**config.mk**
```make
export PLATFORM = sky130hd
export DESIGN_NAME = ebml_block_lacing_parser_core
export DESIGN_NICKNAME = d
export VERILOG_FILES = /design/src/rtl/ebml_blp_pkg.sv /design/src/rtl/ebml_blp_front.sv /design/src/rtl/ebml_blp_queue.sv /design/src/rtl/ebml_blp_back.sv /design/src/rtl/ebml_block_lacing_parser_core.sv
export VERILOG_INCLUDE_DIRS = /design/src /design/src/rtl
export SDC_FILE = /design/constraint.sdc
export NUM_CORES = 2
export LEC_CHECK = 0
export BUFFER_PORTS_ARGS = -buffer_cell sky130_fd_sc_hd__buf_2
export CAP_MARGIN = 20
export CORE_ASPECT_RATIO = 0.75
export CORE_MARGIN = 4
export CORE_UTILIZATION = 45
export DETAILED_ROUTE_END_ITERATION = 12
export RECOVER_POWER = 50
export SETUP_SLACK_MARGIN = 0.02
export SKIP_CTS_REPAIR_TIMING = 1
export SLEW_MARGIN = 0
export SYNTH_ARGS = -nofsm -noshare
export SYNTH_HDL_FRONTEND = slang
export SYNTH_SLANG_ARGS = --single-unit
```
**constraint.sdc**
```tcl
create_clock -name clock -period 23.4 [get_ports clock]
set_input_delay 1.17 -clock clock [delete_from_list [all_inputs] [get_ports clock]]
set_output_delay 1.17 -clock clock [all_outputs]
set_load 0.05 [all_outputs]
```
**src/rtl/ebml_block_lacing_parser_core_assert.svh**
```systemverilog
// Assertion macros used by the parser's output-side module (ebml_blp_back).
`ifndef EBML_BLOCK_LACING_PARSER_CORE_ASSERT_SVH
`define EBML_BLOCK_LACING_PARSER_CORE_ASSERT_SVH
`define EBML_ASSERT_SAME(label, clk, rst, ante, cons) \
   label: assert property (@(posedge clk) disable iff (rst) (ante) |-> (cons)) \
      else $error("ebml lacing parser check failed");
`define EBML_ASSERT_NEXT(label, clk, rst, ante, cons) \
   label: assert property (@(posedge clk) disable iff (rst) (ante) |=> (cons)) \
      else $error("ebml lacing parser check failed");
`endif

```
**src/rtl/ebml_blp_pkg.sv**
```systemverilog
package ebml_blp_pkg;
   localparam int MAX_FRAMES = 64;
   localparam int CNT_W = $clog2(MAX_FRAMES + 1);
   localparam int ADDR_W = (MAX_FRAMES > 1) ? $clog2(MAX_FRAMES) : 1;
   localparam int LEN_W = 24;
   localparam int TRK_W = 56;
   localparam int SUM_W = 26;

   localparam logic [1:0] ST_OK = 2'd0;
   localparam logic [1:0] ST_CORRUPT = 2'd1;
   localparam logic [1:0] ST_RANGE = 2'd2;

   localparam logic [1:0] KEY_FORCE_ON = 2'd1;
   localparam logic [1:0] KEY_FORCE_OFF = 2'd2;

   localparam logic [1:0] LACE_NONE = 2'd0;
   localparam logic [1:0] LACE_XIPH = 2'd1;
   localparam logic [1:0] LACE_FIXED = 2'd2;

   typedef enum logic [3:0] {
      PH_IDLE, PH_TRK1, PH_TRKN, PH_TSHI, PH_TSLO, PH_FLAGS, PH_COUNT,
      PH_XIPH, PH_EF1, PH_EFN, PH_ED1, PH_EDN, PH_PAYLOAD
   } phase_type;

   typedef enum logic [1:0] {BK_IDLE, BK_DIV, BK_READ, BK_SEND} back_state_type;

   typedef struct packed {
      logic              err;
      logic [1:0]        status;
      logic              fixed;
      logic [TRK_W-1:0]  track;
      logic [15:0]       ts;
      logic              key;
      logic [1:0]        lacing;
      logic [CNT_W-1:0]  count;
      logic [LEN_W-1:0]  offset;
      logic [LEN_W-1:0]  last_size;
   } job_type;

   typedef struct packed {
      logic              we;
      logic [ADDR_W-1:0] addr;
      logic [LEN_W-1:0]  data;
   } size_wr_type;
endpackage

```
**src/rtl/ebml_blp_front.sv**
```systemverilog
module ebml_blp_front (
   input  logic                      clock,
   input  logic                      reset,
   input  logic                      req_valid,
   output logic                      req_stall,
   input  logic [7:0]                req_data_byte,
   input  logic                      req_block_start,
   input  logic [23:0]               req_block_length,
   input  logic [1:0]                req_key_mode,
   input  logic                      downstream_busy,
   output logic                      push,
   output ebml_blp_pkg::job_type     push_job,
   output ebml_blp_pkg::size_wr_type size_wr
);
   import ebml_blp_pkg::*;

   phase_type          phase_ff, phase_in, e_phase;
   logic [LEN_W-1:0]   left_ff, left_in, e_left, left_dec;
   logic [LEN_W-1:0]   seen_ff, seen_in, e_seen, seen_inc;
   logic [TRK_W-1:0]   acc_ff, acc_in, v_acc;
   logic [2:0]         togo_ff, togo_in, v_togo;
   logic [3:0]         vlen_ff, vlen_in, v_len, len_first;
   logic [23:0]        hdr_ff, hdr_in, e_hdr, hdr_new;
   logic [CNT_W-1:0]   count_ff, count_in, e_count;
   logic [SUM_W-1:0]   sum_ff, sum_in, e_sum, ed_sum;
   logic [LEN_W-1:0]   prev_ff, prev_in, e_prev;
   logic [1:0]         keych_ff, keych_in, e_keych;
   logic [ADDR_W-1:0]  lace_ff, lace_in, e_lace;
   logic [TRK_W-1:0]   track_ff, track_in, e_track;

   logic               accept, zero_len, header, vfirst, v_done, v_bad, fin;
   logic [7:0]         lowmask;
   logic [29:0]        x_acc, x_sum_raw;
   logic [SUM_W-1:0]   x_sum;
   logic [57:0]        bias, s_val;
   logic               s_big;
   logic [8:0]         cnt9;
   logic               ev_err, ev_emit, ev_fixed;
   logic [1:0]         ev_st;
   logic [CNT_W-1:0]   ev_count;
   logic [LEN_W-1:0]   ev_last;

   assign accept = req_valid && !req_stall;
   assign req_stall = downstream_busy &&
      (req_block_start || (phase_ff != PH_IDLE && phase_ff != PH_PAYLOAD));

   always_comb begin
      e_phase = req_block_start ? PH_TRK1 : phase_ff;
      e_left = req_block_start ? req_block_length : left_ff;
      e_seen = req_block_start ? '0 : seen_ff;
      e_hdr = req_block_start ? '0 : hdr_ff;
      e_count = req_block_start ? '0 : count_ff;
      e_sum = req_block_start ? '0 : sum_ff;
      e_prev = req_block_start ? '0 : prev_ff;
      e_keych = req_block_start ? req_key_mode : keych_ff;
      e_lace = req_block_start ? '0 : lace_ff;
      e_track = req_block_start ? '0 : track_ff;
      zero_len = req_block_start && (req_block_length == '0);
      header = !zero_len && e_phase != PH_IDLE && e_phase != PH_PAYLOAD;
      left_dec = e_left - 1'b1;
      seen_inc = e_seen + 1'b1;

      len_first = 4'd8;
      for (int i = 0; i < 8; i++) begin
         if (req_data_byte[i]) len_first = 4'(8 - i);
      end
      lowmask = 8'hFF >> len_first;
      vfirst = e_phase == PH_TRK1 || e_phase == PH_EF1 || e_phase == PH_ED1;
      v_bad = vfirst && req_data_byte == 8'd0;
      v_acc = vfirst ? {48'd0, req_data_byte & lowmask} : {acc_ff[47:0], req_data_byte};
      v_togo = vfirst ? 3'(len_first - 4'd1) : ((togo_ff != 3'd0) ? togo_ff - 3'd1 : 3'd0);
      v_len = vfirst ? len_first : vlen_ff;
      v_done = v_togo == 3'd0;

      x_acc = {1'b0, acc_ff[28:0]} + 30'(req_data_byte);
      x_sum_raw = 30'(e_sum) + x_acc;
      x_sum = (x_sum_raw > 30'h200_0000) ? 26'h200_0000 : x_sum_raw[SUM_W-1:0];

      bias = (58'd1 << (6'(7 * v_len) - 6'd1)) - 58'd1;
      s_val = {2'b00, v_acc} + {34'd0, e_prev} - bias;
      s_big = !s_val[57] && (s_val[56:0] > 57'(left_dec));
      ed_sum = e_sum + SUM_W'(s_val[LEN_W-1:0]);
      fin = ((CNT_W+1)'(e_lace) + (CNT_W+1)'(2)) >= (CNT_W+1)'(e_count);
      cnt9 = {1'b0, req_data_byte} + 9'd1;
      hdr_new = (e_phase == PH_FLAGS) ? {e_hdr[23:8], req_data_byte} : e_hdr;
   end

   // Classification of the current byte: error, frame list ready, size write.
   always_comb begin
      ev_err = 1'b0;
      ev_st = ST_OK;
      ev_emit = 1'b0;
      ev_fixed = 1'b0;
      ev_count = e_count;
      ev_last = left_dec;
      size_wr = '0;
      if (zero_len) begin
         ev_err = 1'b1;
         ev_st = ST_CORRUPT;
      end else begin
         unique case (e_phase)
            PH_TRK1, PH_TRKN: begin
               if (v_bad) begin
                  ev_err = 1'b1;
                  ev_st = ST_CORRUPT;
               end
            end
            PH_FLAGS: begin
               if (req_data_byte[2:1] == LACE_NONE) begin
                  ev_emit = 1'b1;
                  ev_count = CNT_W'(1);
               end
            end
            PH_COUNT: begin
               if (cnt9 > 9'(MAX_FRAMES)) begin
                  ev_err = 1'b1;
                  ev_st = ST_RANGE;
               end else if (e_hdr[2:1] == LACE_FIXED) begin
                  ev_emit = 1'b1;
                  ev_fixed = 1'b1;
                  ev_count = CNT_W'(cnt9);
               end else if (e_hdr[2:1] == LACE_XIPH && req_data_byte == 8'd0) begin
                  ev_emit = 1'b1;
                  ev_count = CNT_W'(1);
               end
            end
            PH_XIPH: begin
               if (req_data_byte != 8'hFF) begin
                  size_wr.we = accept;
                  size_wr.addr = e_lace;
                  size_wr.data = x_acc[LEN_W-1:0];
                  if (fin) begin
                     if (x_sum > SUM_W'(left_dec)) begin
                        ev_err = 1'b1;
                        ev_st = ST_CORRUPT;
                     end else begin
                        ev_emit = 1'b1;
                        ev_last = left_dec - x_sum[LEN_W-1:0];
                     end
                  end
               end else if (x_acc > 30'h1000_0000) begin
                  ev_err = 1'b1;
                  ev_st = ST_RANGE;
               end
            end
            PH_EF1, PH_EFN: begin
               if (v_bad) begin
                  ev_err = 1'b1;
                  ev_st = ST_CORRUPT;
               end else if (v_done) begin
                  if (v_acc > 56'h4000_0000) begin
                     ev_err = 1'b1;
                     ev_st = ST_RANGE;
                  end else if (v_acc > TRK_W'(left_dec)) begin
                     ev_err = 1'b1;
                     ev_st = ST_CORRUPT;
                  end else begin
                     size_wr.we = accept;
                     size_wr.addr = '0;
                     size_wr.data = v_acc[LEN_W-1:0];
                     if (e_count <= CNT_W'(2)) begin
                        ev_emit = 1'b1;
                        ev_last = left_dec - v_acc[LEN_W-1:0];
                     end
                  end
               end
            end
            PH_ED1, PH_EDN: begin
               if (v_bad) begin
                  ev_err = 1'b1;
                  ev_st = ST_CORRUPT;
               end else if (v_done) begin
                  if (s_val[57] || s_big || ed_sum > SUM_W'(left_dec)) begin
                     ev_err = 1'b1;
                     ev_st = ST_CORRUPT;
                  end else begin
                     size_wr.we = accept;
                     size_wr.addr = e_lace;
                     size_wr.data = s_val[LEN_W-1:0];
                     if (fin) begin
                        ev_emit = 1'b1;
                        ev_last = left_dec - ed_sum[LEN_W-1:0];
                     end
                  end
               end
            end
            default: ;
         endcase
         if (header && !ev_err && !ev_emit && left_dec == '0) begin
            ev_err = 1'b1;
            ev_st = ST_CORRUPT;
         end
      end
   end

   always_comb begin
      push = accept && (ev_err || ev_emit);
      push_job.err = ev_err;
      push_job.status = ev_st;
      push_job.fixed = ev_fixed;
      push_job.track = e_track;
      push_job.ts = hdr_new[23:8];
      push_job.key = (e_keych == KEY_FORCE_ON) ? 1'b1 :
                     (e_keych == KEY_FORCE_OFF) ? 1'b0 : hdr_new[7];
      push_job.lacing = hdr_new[2:1];
      push_job.count = ev_count;
      push_job.offset = seen_inc;
      push_job.last_size = ev_last;
   end

   // Next phase.
   always_comb begin
      phase_in = e_phase;
      if (zero_len || ev_err) begin
         phase_in = PH_IDLE;
      end else if (ev_emit) begin
         phase_in = (left_dec != '0) ? PH_PAYLOAD : PH_IDLE;
      end else begin
         unique case (e_phase)
            PH_IDLE:    phase_in = PH_IDLE;
            PH_PAYLOAD: phase_in = (e_left <= LEN_W'(1)) ? PH_IDLE : PH_PAYLOAD;
            PH_TRK1, PH_TRKN: phase_in = v_done ? PH_TSHI : PH_TRKN;
            PH_TSHI:    phase_in = PH_TSLO;
            PH_TSLO:    phase_in = PH_FLAGS;
            PH_FLAGS:   phase_in = PH_COUNT;
            PH_COUNT:   phase_in = (e_hdr[2:1] == LACE_XIPH) ? PH_XIPH : PH_EF1;
            PH_XIPH:    phase_in = PH_XIPH;
            PH_EF1, PH_EFN: phase_in = v_done ? PH_ED1 : PH_EFN;
            PH_ED1, PH_EDN: phase_in = v_done ? PH_ED1 : PH_EDN;
            default:    phase_in = PH_IDLE;
         endcase
      end
   end

   always_comb begin
      left_in = e_left;
      seen_in = e_seen;
      acc_in = acc_ff;
      togo_in = togo_ff;
      vlen_in = vlen_ff;
      hdr_in = e_hdr;
      count_in = e_count;
      sum_in = e_sum;
      prev_in = e_prev;
      keych_in = e_keych;
      lace_in = e_lace;
      track_in = e_track;
      if (!zero_len && e_phase == PH_PAYLOAD && e_left != '0) begin
         left_in = left_dec;
      end
      if (header) begin
         left_in = left_dec;
         seen_in = seen_inc;
         case (e_phase)
            PH_TRK1, PH_TRKN: begin
               acc_in = v_acc;
               togo_in = v_togo;
               vlen_in = v_len;
               if (v_done) track_in = v_acc;
            end
            PH_TSHI:  hdr_in = {req_data_byte, 16'd0};
            PH_TSLO:  hdr_in = {e_hdr[23:16], req_data_byte, 8'd0};
            PH_FLAGS: hdr_in = hdr_new;
            PH_COUNT: begin
               count_in = CNT_W'(cnt9);
               acc_in = '0;
            end
            PH_XIPH: begin
               if (req_data_byte != 8'hFF) begin
                  acc_in = '0;
                  sum_in = x_sum;
                  lace_in = e_lace + 1'b1;
               end else begin
                  acc_in = TRK_W'(x_acc);
               end
            end
            PH_EF1, PH_EFN: begin
               acc_in = v_acc;
               togo_in = v_togo;
               vlen_in = v_len;
               if (v_done) begin
                  sum_in = v_acc[SUM_W-1:0];
                  prev_in = v_acc[LEN_W-1:0];
                  lace_in = ADDR_W'(1);
               end
            end
            PH_ED1, PH_EDN: begin
               acc_in = v_acc;
               togo_in = v_togo;
               vlen_in = v_len;
               if (v_done) begin
                  sum_in = ed_sum;
                  prev_in = s_val[LEN_W-1:0];
                  lace_in = e_lace + 1'b1;
               end
            end
            default: ;
         endcase
      end
   end

   always_ff @(posedge clock) begin
      if (reset) begin
         phase_ff <= PH_IDLE;
         left_ff <= '0;
      end else if (accept) begin
         phase_ff <= phase_in;
         left_ff <= left_in;
      end
   end

   always_ff @(posedge clock) begin
      if (accept) begin
         seen_ff <= seen_in;
         acc_ff <= acc_in;
         togo_ff <= togo_in;
         vlen_ff <= vlen_in;
         hdr_ff <= hdr_in;
         count_ff <= count_in;
         sum_ff <= sum_in;
         prev_ff <= prev_in;
         keych_ff <= keych_in;
         lace_ff <= lace_in;
         track_ff <= track_in;
      end
   end
endmodule

```
**src/rtl/ebml_blp_queue.sv**
```systemverilog
module ebml_blp_queue (
   input  logic                  clock,
   input  logic                  reset,
   input  logic                  push,
   input  ebml_blp_pkg::job_type push_job,
   input  logic                  pop,
   output logic                  pop_valid,
   output ebml_blp_pkg::job_type pop_job
);
   import ebml_blp_pkg::*;

   job_type    slot_ff [2];
   logic       wr_ff, wr_in, rd_ff, rd_in;
   logic [1:0] cnt_ff, cnt_in;

   always_comb begin
      wr_in = push ? !wr_ff : wr_ff;
      rd_in = pop ? !rd_ff : rd_ff;
      cnt_in = cnt_ff + {1'b0, push} - {1'b0, pop};
      pop_valid = cnt_ff != 2'd0;
      pop_job = slot_ff[rd_ff];
   end

   always_ff @(posedge clock) begin
      if (reset) begin
         wr_ff <= 1'b0;
         rd_ff <= 1'b0;
         cnt_ff <= 2'd0;
      end else begin
         wr_ff <= wr_in;
         rd_ff <= rd_in;
         cnt_ff <= cnt_in;
      end
   end

   always_ff @(posedge clock) begin
      if (push) slot_ff[wr_ff] <= push_job;
   end
endmodule

```
**src/rtl/ebml_blp_back.sv**
```systemverilog
module ebml_blp_back (
   input  logic                      clock,
   input  logic                      reset,
   input  logic                      q_valid,
   input  ebml_blp_pkg::job_type     q_job,
   output logic                      q_pop,
   output logic                      busy,
   input  ebml_blp_pkg::size_wr_type size_wr,
   output logic                      rsp_valid,
   input  logic                      rsp_stall,
   output logic [55:0]               rsp_track_number,
   output logic signed [15:0]        rsp_rel_timestamp,
   output logic                      rsp_key_frame,
   output logic [1:0]                rsp_lacing_kind,
   output logic [7:0]                rsp_frame_index,
   output logic [23:0]               rsp_frame_offset,
   output logic [30:0]               rsp_frame_size,
   output logic                      rsp_last,
   output logic [1:0]                rsp_status
);
   import ebml_blp_pkg::*;
   `include "ebml_block_lacing_parser_core_assert.svh"

   localparam logic [4:0] DIV_LAST = 5'(LEN_W - 1);

   logic [LEN_W-1:0] mem [MAX_FRAMES];
   logic [LEN_W-1:0] rd_ff;

   back_state_type   st_ff, st_in;
   job_type          job_ff, job_in;
   logic [CNT_W-1:0] idx_ff, idx_in;
   logic [LEN_W-1:0] off_ff, off_in;
   logic [CNT_W-1:0] rem_ff, rem_in;
   logic [LEN_W-1:0] quo_ff, quo_in;
   logic [4:0]       div_cnt_ff, div_cnt_in;

   logic             slot_free, is_last, div_bad;
   logic [CNT_W:0]   div_sh, div_sub;
   logic             div_ge;
   logic [LEN_W-1:0] cur_size;

   logic             rsp_valid_ff, rsp_valid_in, rsp_key_ff, rsp_key_in;
   logic             rsp_last_ff, rsp_last_in;
   logic [55:0]      rsp_track_ff, rsp_track_in;
   logic [15:0]      rsp_ts_ff, rsp_ts_in;
   logic [1:0]       rsp_lace_ff, rsp_lace_in, rsp_status_ff, rsp_status_in;
   logic [7:0]       rsp_index_ff, rsp_index_in;
   logic [23:0]      rsp_off_ff, rsp_off_in;
   logic [30:0]      rsp_size_ff, rsp_size_in;

   always_ff @(posedge clock) begin
      if (size_wr.we) mem[size_wr.addr] <= size_wr.data;
      rd_ff <= mem[idx_ff[ADDR_W-1:0]];
   end

   always_comb begin
      slot_free = !rsp_valid_ff || !rsp_stall;
      q_pop = (st_ff == BK_IDLE) && q_valid;
      busy = st_ff != BK_IDLE;
      is_last = idx_ff == job_ff.count - 1'b1;
      div_sh = {rem_ff, quo_ff[LEN_W-1]};
      div_ge = div_sh >= {1'b0, job_ff.count};
      div_sub = div_sh - {1'b0, job_ff.count};
      div_bad = (div_ge ? div_sub : div_sh) != '0;
      cur_size = (job_ff.fixed || is_last) ? job_ff.last_size : rd_ff;
   end

   always_comb begin
      st_in = st_ff;
      unique case (st_ff)
         BK_IDLE: begin
            if (q_valid) begin
               st_in = q_job.err ? BK_SEND : (q_job.fixed ? BK_DIV : BK_READ);
            end
         end
         BK_DIV: begin
            if (div_cnt_ff == DIV_LAST) st_in = div_bad ? BK_SEND : BK_READ;
         end
         BK_READ: st_in = BK_SEND;
         BK_SEND: begin
            if (slot_free) st_in = (job_ff.err || is_last) ? BK_IDLE : BK_READ;
         end
         default: st_in = BK_IDLE;
      endcase
   end

   always_comb begin
      job_in = job_ff;
      idx_in = idx_ff;
      off_in = off_ff;
      rem_in = rem_ff;
      quo_in = quo_ff;
      div_cnt_in = div_cnt_ff;
      rsp_valid_in = rsp_valid_ff && rsp_stall;
      rsp_track_in = rsp_track_ff;
      rsp_ts_in = rsp_ts_ff;
      rsp_key_in = rsp_key_ff;
      rsp_lace_in = rsp_lace_ff;
      rsp_index_in = rsp_index_ff;
      rsp_off_in = rsp_off_ff;
      rsp_size_in = rsp_size_ff;
      rsp_last_in = rsp_last_ff;
      rsp_status_in = rsp_status_ff;
      unique case (st_ff)
         BK_IDLE: begin
            if (q_valid) begin
               job_in = q_job;
               idx_in = '0;
               off_in = q_job.offset;
               rem_in = '0;
               quo_in = q_job.last_size;
               div_cnt_in = '0;
            end
         end
         BK_DIV: begin
            rem_in = div_ge ? div_sub[CNT_W-1:0] : div_sh[CNT_W-1:0];
            quo_in = {quo_ff[LEN_W-2:0], div_ge};
            div_cnt_in = div_cnt_ff + 5'd1;
            if (div_cnt_ff == DIV_LAST) begin
               job_in.last_size = quo_in;
               if (div_bad) begin
                  job_in.err = 1'b1;
                  job_in.status = ST_CORRUPT;
               end
            end
         end
         BK_READ: ;
         BK_SEND: begin
            if (slot_free) begin
               rsp_valid_in = 1'b1;
               if (job_ff.err) begin
                  rsp_track_in = '0;
                  rsp_ts_in = '0;
                  rsp_key_in = 1'b0;
                  rsp_lace_in = '0;
                  rsp_index_in = '0;
                  rsp_off_in = '0;
                  rsp_size_in = '0;
                  rsp_last_in = 1'b1;
                  rsp_status_in = job_ff.status;
               end else begin
                  rsp_track_in = job_ff.track;
                  rsp_ts_in = job_ff.ts;
                  rsp_key_in = job_ff.key;
                  rsp_lace_in = job_ff.lacing;
                  rsp_index_in = 8'(idx_ff);
                  rsp_off_in = off_ff;
                  rsp_size_in = 31'(cur_size);
                  rsp_last_in = is_last;
                  rsp_status_in = ST_OK;
                  off_in = off_ff + cur_size;
                  idx_in = idx_ff + 1'b1;
               end
            end
         end
         default: ;
      endcase
   end

   always_ff @(posedge clock) begin
      if (reset) begin
         st_ff <= BK_IDLE;
         rsp_valid_ff <= 1'b0;
      end else begin
         st_ff <= st_in;
         rsp_valid_ff <= rsp_valid_in;
      end
   end

   always_ff @(posedge clock) begin
      job_ff <= job_in;
      idx_ff <= idx_in;
      off_ff <= off_in;
      rem_ff <= rem_in;
      quo_ff <= quo_in;
      div_cnt_ff <= div_cnt_in;
      rsp_track_ff <= rsp_track_in;
      rsp_ts_ff <= rsp_ts_in;
      rsp_key_ff <= rsp_key_in;
      rsp_lace_ff <= rsp_lace_in;
      rsp_index_ff <= rsp_index_in;
      rsp_off_ff <= rsp_off_in;
      rsp_size_ff <= rsp_size_in;
      rsp_last_ff <= rsp_last_in;
      rsp_status_ff <= rsp_status_in;
   end

   assign rsp_valid = rsp_valid_ff;
   assign rsp_track_number = rsp_track_ff;
   assign rsp_rel_timestamp = rsp_ts_ff;
   assign rsp_key_frame = rsp_key_ff;
   assign rsp_lacing_kind = rsp_lace_ff;
   assign rsp_frame_index = rsp_index_ff;
   assign rsp_frame_offset = rsp_off_ff;
   assign rsp_frame_size = rsp_size_ff;
   assign rsp_last = rsp_last_ff;
   assign rsp_status = rsp_status_ff;

   `EBML_ASSERT_SAME(a_wr_while_idle, clock, reset, size_wr.we, st_ff == BK_IDLE)
   `EBML_ASSERT_SAME(a_idx_in_range, clock, reset, st_ff == BK_SEND && !job_ff.err, idx_ff < job_ff.count)
   `EBML_ASSERT_NEXT(a_div_ends, clock, reset, st_ff == BK_DIV && div_cnt_ff == DIV_LAST, st_ff == BK_READ || st_ff == BK_SEND)
endmodule

```
**src/rtl/ebml_block_lacing_parser_core.sv**
```systemverilog
// Matroska block lacing parser. Block bytes enter one per cycle while req_stall is low; the
// parser reads the track number, timestamp, flags and lace sizes and, once the header is
// complete, hands a frame list to the output side, which sends one descriptor per frame (or
// one error transfer per bad block), each descriptor through a size-memory read and then the
// output register. Fixed lacing adds a bit-serial division of the remaining length by the frame count.
// Payload bytes keep flowing while descriptors drain; the header bytes of the next block
// wait until the output side has moved the last descriptor of the previous block into its
// output register, so a stalled result channel holds them back as well.
module ebml_block_lacing_parser_core (
   input  logic               clock,
   input  logic               reset,
   input  logic               req_valid,
   output logic               req_stall,
   input  logic [7:0]         req_data_byte,
   input  logic               req_block_start,
   input  logic [23:0]        req_block_length,
   input  logic [1:0]         req_key_mode,
   output logic               rsp_valid,
   input  logic               rsp_stall,
   output logic [55:0]        rsp_track_number,
   output logic signed [15:0] rsp_rel_timestamp,
   output logic               rsp_key_frame,
   output logic [1:0]         rsp_lacing_kind,
   output logic [7:0]         rsp_frame_index,
   output logic [23:0]        rsp_frame_offset,
   output logic [30:0]        rsp_frame_size,
   output logic               rsp_last,
   output logic [1:0]         rsp_status
);
   import ebml_blp_pkg::*;

   logic        push, pop, q_valid, back_busy;
   job_type     push_job, q_job;
   size_wr_type size_wr;

   ebml_blp_front u_front (
      .clock, .reset, .req_valid, .req_stall, .req_data_byte, .req_block_start,
      .req_block_length, .req_key_mode,
      .downstream_busy(q_valid || back_busy),
      .push, .push_job, .size_wr
   );

   ebml_blp_queue u_queue (
      .clock, .reset, .push, .push_job, .pop,
      .pop_valid(q_valid), .pop_job(q_job)
   );

   ebml_blp_back u_back (
      .clock, .reset, .q_valid, .q_job, .q_pop(pop), .busy(back_busy), .size_wr,
      .rsp_valid, .rsp_stall, .rsp_track_number, .rsp_rel_timestamp, .rsp_key_frame,
      .rsp_lacing_kind, .rsp_frame_index, .rsp_frame_offset, .rsp_frame_size,
      .rsp_last, .rsp_status
   );
endmodule

```
==> summary by stage <==
Drt
The total via count in the routed design is 72491. Before antenna repair, the detailed router went through 8 iterations. The detail route stage leaves a number of antenna-violating nets equal to 0.

The mean number of vias per cell is 6.193. After detailed routing, the number of remaining DRC violations is 0. The sum of routed wire length over all layers is 364600 um. Dividing the detail-routed wire length by the instance count gives 31.15 um. The starting DRC count in detailed routing is 10116.

Clocking
The insertion delay of the later-clocked pin in the worst-skew pair is 0.92 ns. The longest clock path from root to sink contains 4 buffers. The CTS buffer count is 237. The H-tree depth is 4. The clock tree from TritonCTS is done. After clock tree synthesis, the clock-pin slew on the worst setup and hold paths is 0.07 ns. The number of clock sinks is 2393. The tree is rooted in a clkbuf_16.

GRT
The total routing usage reported by global routing is 27.18%. The maximum number of pins on one net before global-route repair is 134. For this run the aggregate overflow at the end of global routing stands at 0. The first-pass GRT wire length is 512100 um. The via count of the first global-routing pass came to 68038.

The number of antenna violations at the first check in global routing came to 48.

Place
The congestion estimate from routability-driven global placement came to 1.027. The sum of net half-perimeters after detailed placement is 255700 um. The placement-stage worst setup slack is 6.503 ns. The number of buffer cells added on primary ports is 173.

Finish
The share of final-layout standard cells stronger than drive strength 1 is 15.75%. The final layout contains 8594 nets. Compared with the post-synthesis result, the final layout area differs by 11.33%.

After filler insertion, the fill cell instance count of the layout stands at 21289. The library cells used most frequently in the layout, excluding fill and tap cells, are edfxtp_1, nand2_1, mux4_2. The library cell used most frequently in the layout, excluding fill and tap cells, is edfxtp_1.

Critical path
The largest stage delay on the critical path is 2.00 ns. STA classifies the critical path endpoint as a flop. Counting cells, the worst reg-to-reg path comes to 51. The category of the critical setup timing path is in2reg. The largest individual stage delay along the critical path comes from the cell clkbuf_1. The biggest fanout along the worst timing path is 42.

The worst setup path is launched from an input port. Data arrives at the worst endpoint at 20.06 ns. At the worst endpoint, the required time is 23.82 ns.

Run status
The final reports fail on capacitance limit, slew limit. The run finished, with violations left.

Die
For this configuration, the core starts out at a cell density of 45.40%. From bottom edge to top edge, the die measures 444.2 um. The area of the core is 251500 um2. The horizontal die dimension is 589.6 um.

In this run the count of I/O pins placed on the die edge is 182. The floorplan has 159 rows. The full die area is 261900 um2.

Yosys
After synthesis, the netlist uses 113 different library cells. The primary flip-flop cell chosen by synthesis mapping is edfxtp_1. For this run, asynchronously set or reset flops after synthesis account for 0%.

The Yosys warning count is 0. The share of the Yosys chip area taken by registers is 62.42%. The flop and latch count out of synthesis is 2393. The synthesized design contains 2333 enable-type register cells. The cell count after synthesis is 7841. The average size of a mapped cell is 14.56 um2.

The synthesized netlist occupies a cell area of 114200 um2.

Timing
The actual transition at the worst max-transition pin is 8.722 ns. The hold violation count in the final report came to 0. The worst setup skew after layout is 0.09405 ns. The setup-violating endpoint count in the final report is 0. After routing, the total negative slack on setup checks comes to 0 ns. The routed design could run at a clock period as short as 19.65 ns. Timing would allow up to 0.05090 GHz. Of the available clock period, the critical path in the final layout requires 83.96%. Setup repair after global routing left no endpoint under its margin. The number of max-slew violations in the final report is 1666. The minimum setup slack in the final design is 3.754 ns. Measured against its own limit, the worst slew margin works out to -481.5%.

Pwr
The sequential share of power is 33.2%. The power spent charging and discharging nets is 6142 uW. The internal portion of the total power is 9550 uW. The switching part of the total is 39.14%. IR analysis of the VDD net gives a maximum drop of 0.0001058 V. The leakage power is 0.04511 uW. For this design the ratio of total power to cell area is 123.5 nW/um2. The share of total power dissipated in the clock network is 23.9%.

The fraction of power consumed by combinational cells is 42.9%.

Min path
The path class of the lowest-slack min-delay path is reg2reg. The number of stages on the worst hold path is 2.

Run
The number of maximum-capacitance violations is 34.
==> worst max-delay path, delay by kind of cell <==
family	cells	cell delay [ns]
xor gates and xnor gates	5	0.99
AOI/OAI and AO/OA	21	5.97
and+or+nand+nor	11	3.44
muxes	1	0.58
adders and majority gates	6	2.11
buffers and inverters	8	5.64
==> routing by layer <==
| layer | track usage, % | share of wire (%) | vias up |
|---|---|---|---|
| li1 | - | - | 30861 |
| met1 | 43.37 | 45 | 37116 |
| met2 | 35.86 | 40 | 3930 |
| met3 | 8.399 | 13 | 554 |
| met4 | 6.045 | 2.4 | 30 |
| met5 | 0.1282 | 0.053 | - |
==> path summary, 6_finish.rpt <==
check                                   startpoint                          endpoint  slack (ns)
hold / removal    u_front.left_ff[21]$_SDFFE_PP0P_  u_front.left_ff[21]$_SDFFE_PP0P_        0.47
setup / recovery                   req_block_start        u_back.mem[0][3]$_DFFE_PP_        3.75
hold reg to reg   u_front.left_ff[21]$_SDFFE_PP0P_  u_front.left_ff[21]$_SDFFE_PP0P_        0.47
setup reg to reg  u_front.phase_ff[0]$_SDFFE_PP0P_        u_back.mem[0][3]$_DFFE_PP_        5.50
==> cell type report <==
cell class | instances | area [um2] | share of cell area (%)
multi-input combinational | 4857 | 40940 | 32.21
inverter | 236 | 887.1 | 0.6979
tap | 3381 | 4230 | 3.328
clock inverter | 134 | 1262 | 0.9933
sequential | 2393 | 71260 | 56.07
antenna | 22 | 55.05 | 0.04331
clock buffer | 294 | 6307 | 4.962
timing repair buffer | 389 | 2158 | 1.698
==> per-stage QoR <==
step           hold WS (ns)  utilization [%]  std cells  power, uW  area [um2]
5_1_grt              0.4731            50.53      11687      16360      127100
3_5_place_dp         0.4515            47.75      11254      11740      120100
4_1_cts              0.4609            50.76      11682      15510      127600
6_report             0.4690            50.54      11706      15690      127100
2_1_floorplan        0.4313                -       7848       9461      114200
3_3_place_gp         0.4419            47.72      11249      11740      120000
==> logic make-up (layout without fill, tap and decap cells) <==
| group | Yosys count | count (layout) | synth area share [%] |
|---|---|---|---|
| DFF | 2393 | 2393 | 62.42 |
| and+or+nand+nor | 2017 | 2017 | 8.605 |
| AOI/OAI and AO/OA | 1302 | 1302 | 7.126 |
| muxes | 766 | 766 | 12.42 |
| buffers and inverters | 598 | 1053 | 2.035 |
| adders and majority gates | 442 | 442 | 4.928 |
| xor gates and xnor gates | 322 | 322 | 2.470 |
| other | 1 | 30 | 0.003285 |
==> synthesized netlist by cell type (17+ instances only) <==
cell type | number | area (um2)
edfxtp_1 | 2333 | 70060
nand2_1 | 556 | 2087
nor2_1 | 535 | 2008
mux4_2 | 504 | 11350
ha_1 | 428 | 5355
a21oi_1 | 424 | 2122
o21ai_0 | 326 | 1632
nor2b_1 | 281 | 1758
clkbuf_1 | 262 | 983.4
inv_1 | 235 | 882.1
xnor2_1 | 201 | 1760
mux2_2 | 157 | 1768
nand3_1 | 141 | 705.7
xor2_1 | 121 | 1060
mux2i_1 | 104 | 1041
a21o_1 | 103 | 773.2
nor3_1 | 92 | 460.4
buf_1 | 69 | 259.0
nand2b_1 | 63 | 394.1
nand4_1 | 61 | 381.6
dfxtp_1 | 60 | 1201
and3_1 | 59 | 369.1
and2_1 | 52 | 325.3
a22oi_1 | 50 | 375.4
nor4_1 | 44 | 275.3
o21a_1 | 39 | 292.8
o21bai_1 | 39 | 292.8
o211ai_1 | 36 | 270.3
or3_1 | 30 | 187.7
a211oi_1 | 29 | 217.7
o31ai_1 | 29 | 217.7
a31oi_1 | 23 | 143.9
o22ai_1 | 23 | 143.9
o221ai_1 | 18 | 157.7
buf_2 | 17 | 85.08
or2_2 | 17 | 106.4
==> state kept, by name, summed over array words and instances (netlist names), 16 cells and up, named ones only <==
register and cells:
u_back.mem 1536, u_queue.slot_ff 268, u_back.job_ff 110, u_back.rsp_track_number 56, u_front.track_ff 56, u_front.acc_ff 48, u_front.sum_ff 26, u_back.off_ff 24
u_back.quo_ff 24, u_back.rd_ff 24, u_back.rsp_frame_offset 24, u_back.rsp_frame_size 24, u_front.left_ff 24, u_front.prev_ff 24, u_front.seen_ff 24, u_front.hdr_ff 19
u_back.rsp_rel_timestamp 16
==> power groups by stage <==
stage / Sequential (uW) / Combinational [uW] / Clock, uW
2_1_floorplan: 5290 / 4170 / 0
6_report: 5210 / 6720 / 3760
5_1_grt: 5230 / 7120 / 4010
3_5_place_dp: 5270 / 6470 / 0
3_3_place_gp: 5260 / 6470 / 0
4_1_cts: 5180 / 6500 / 3820
(Power assumes the default switching activity.)
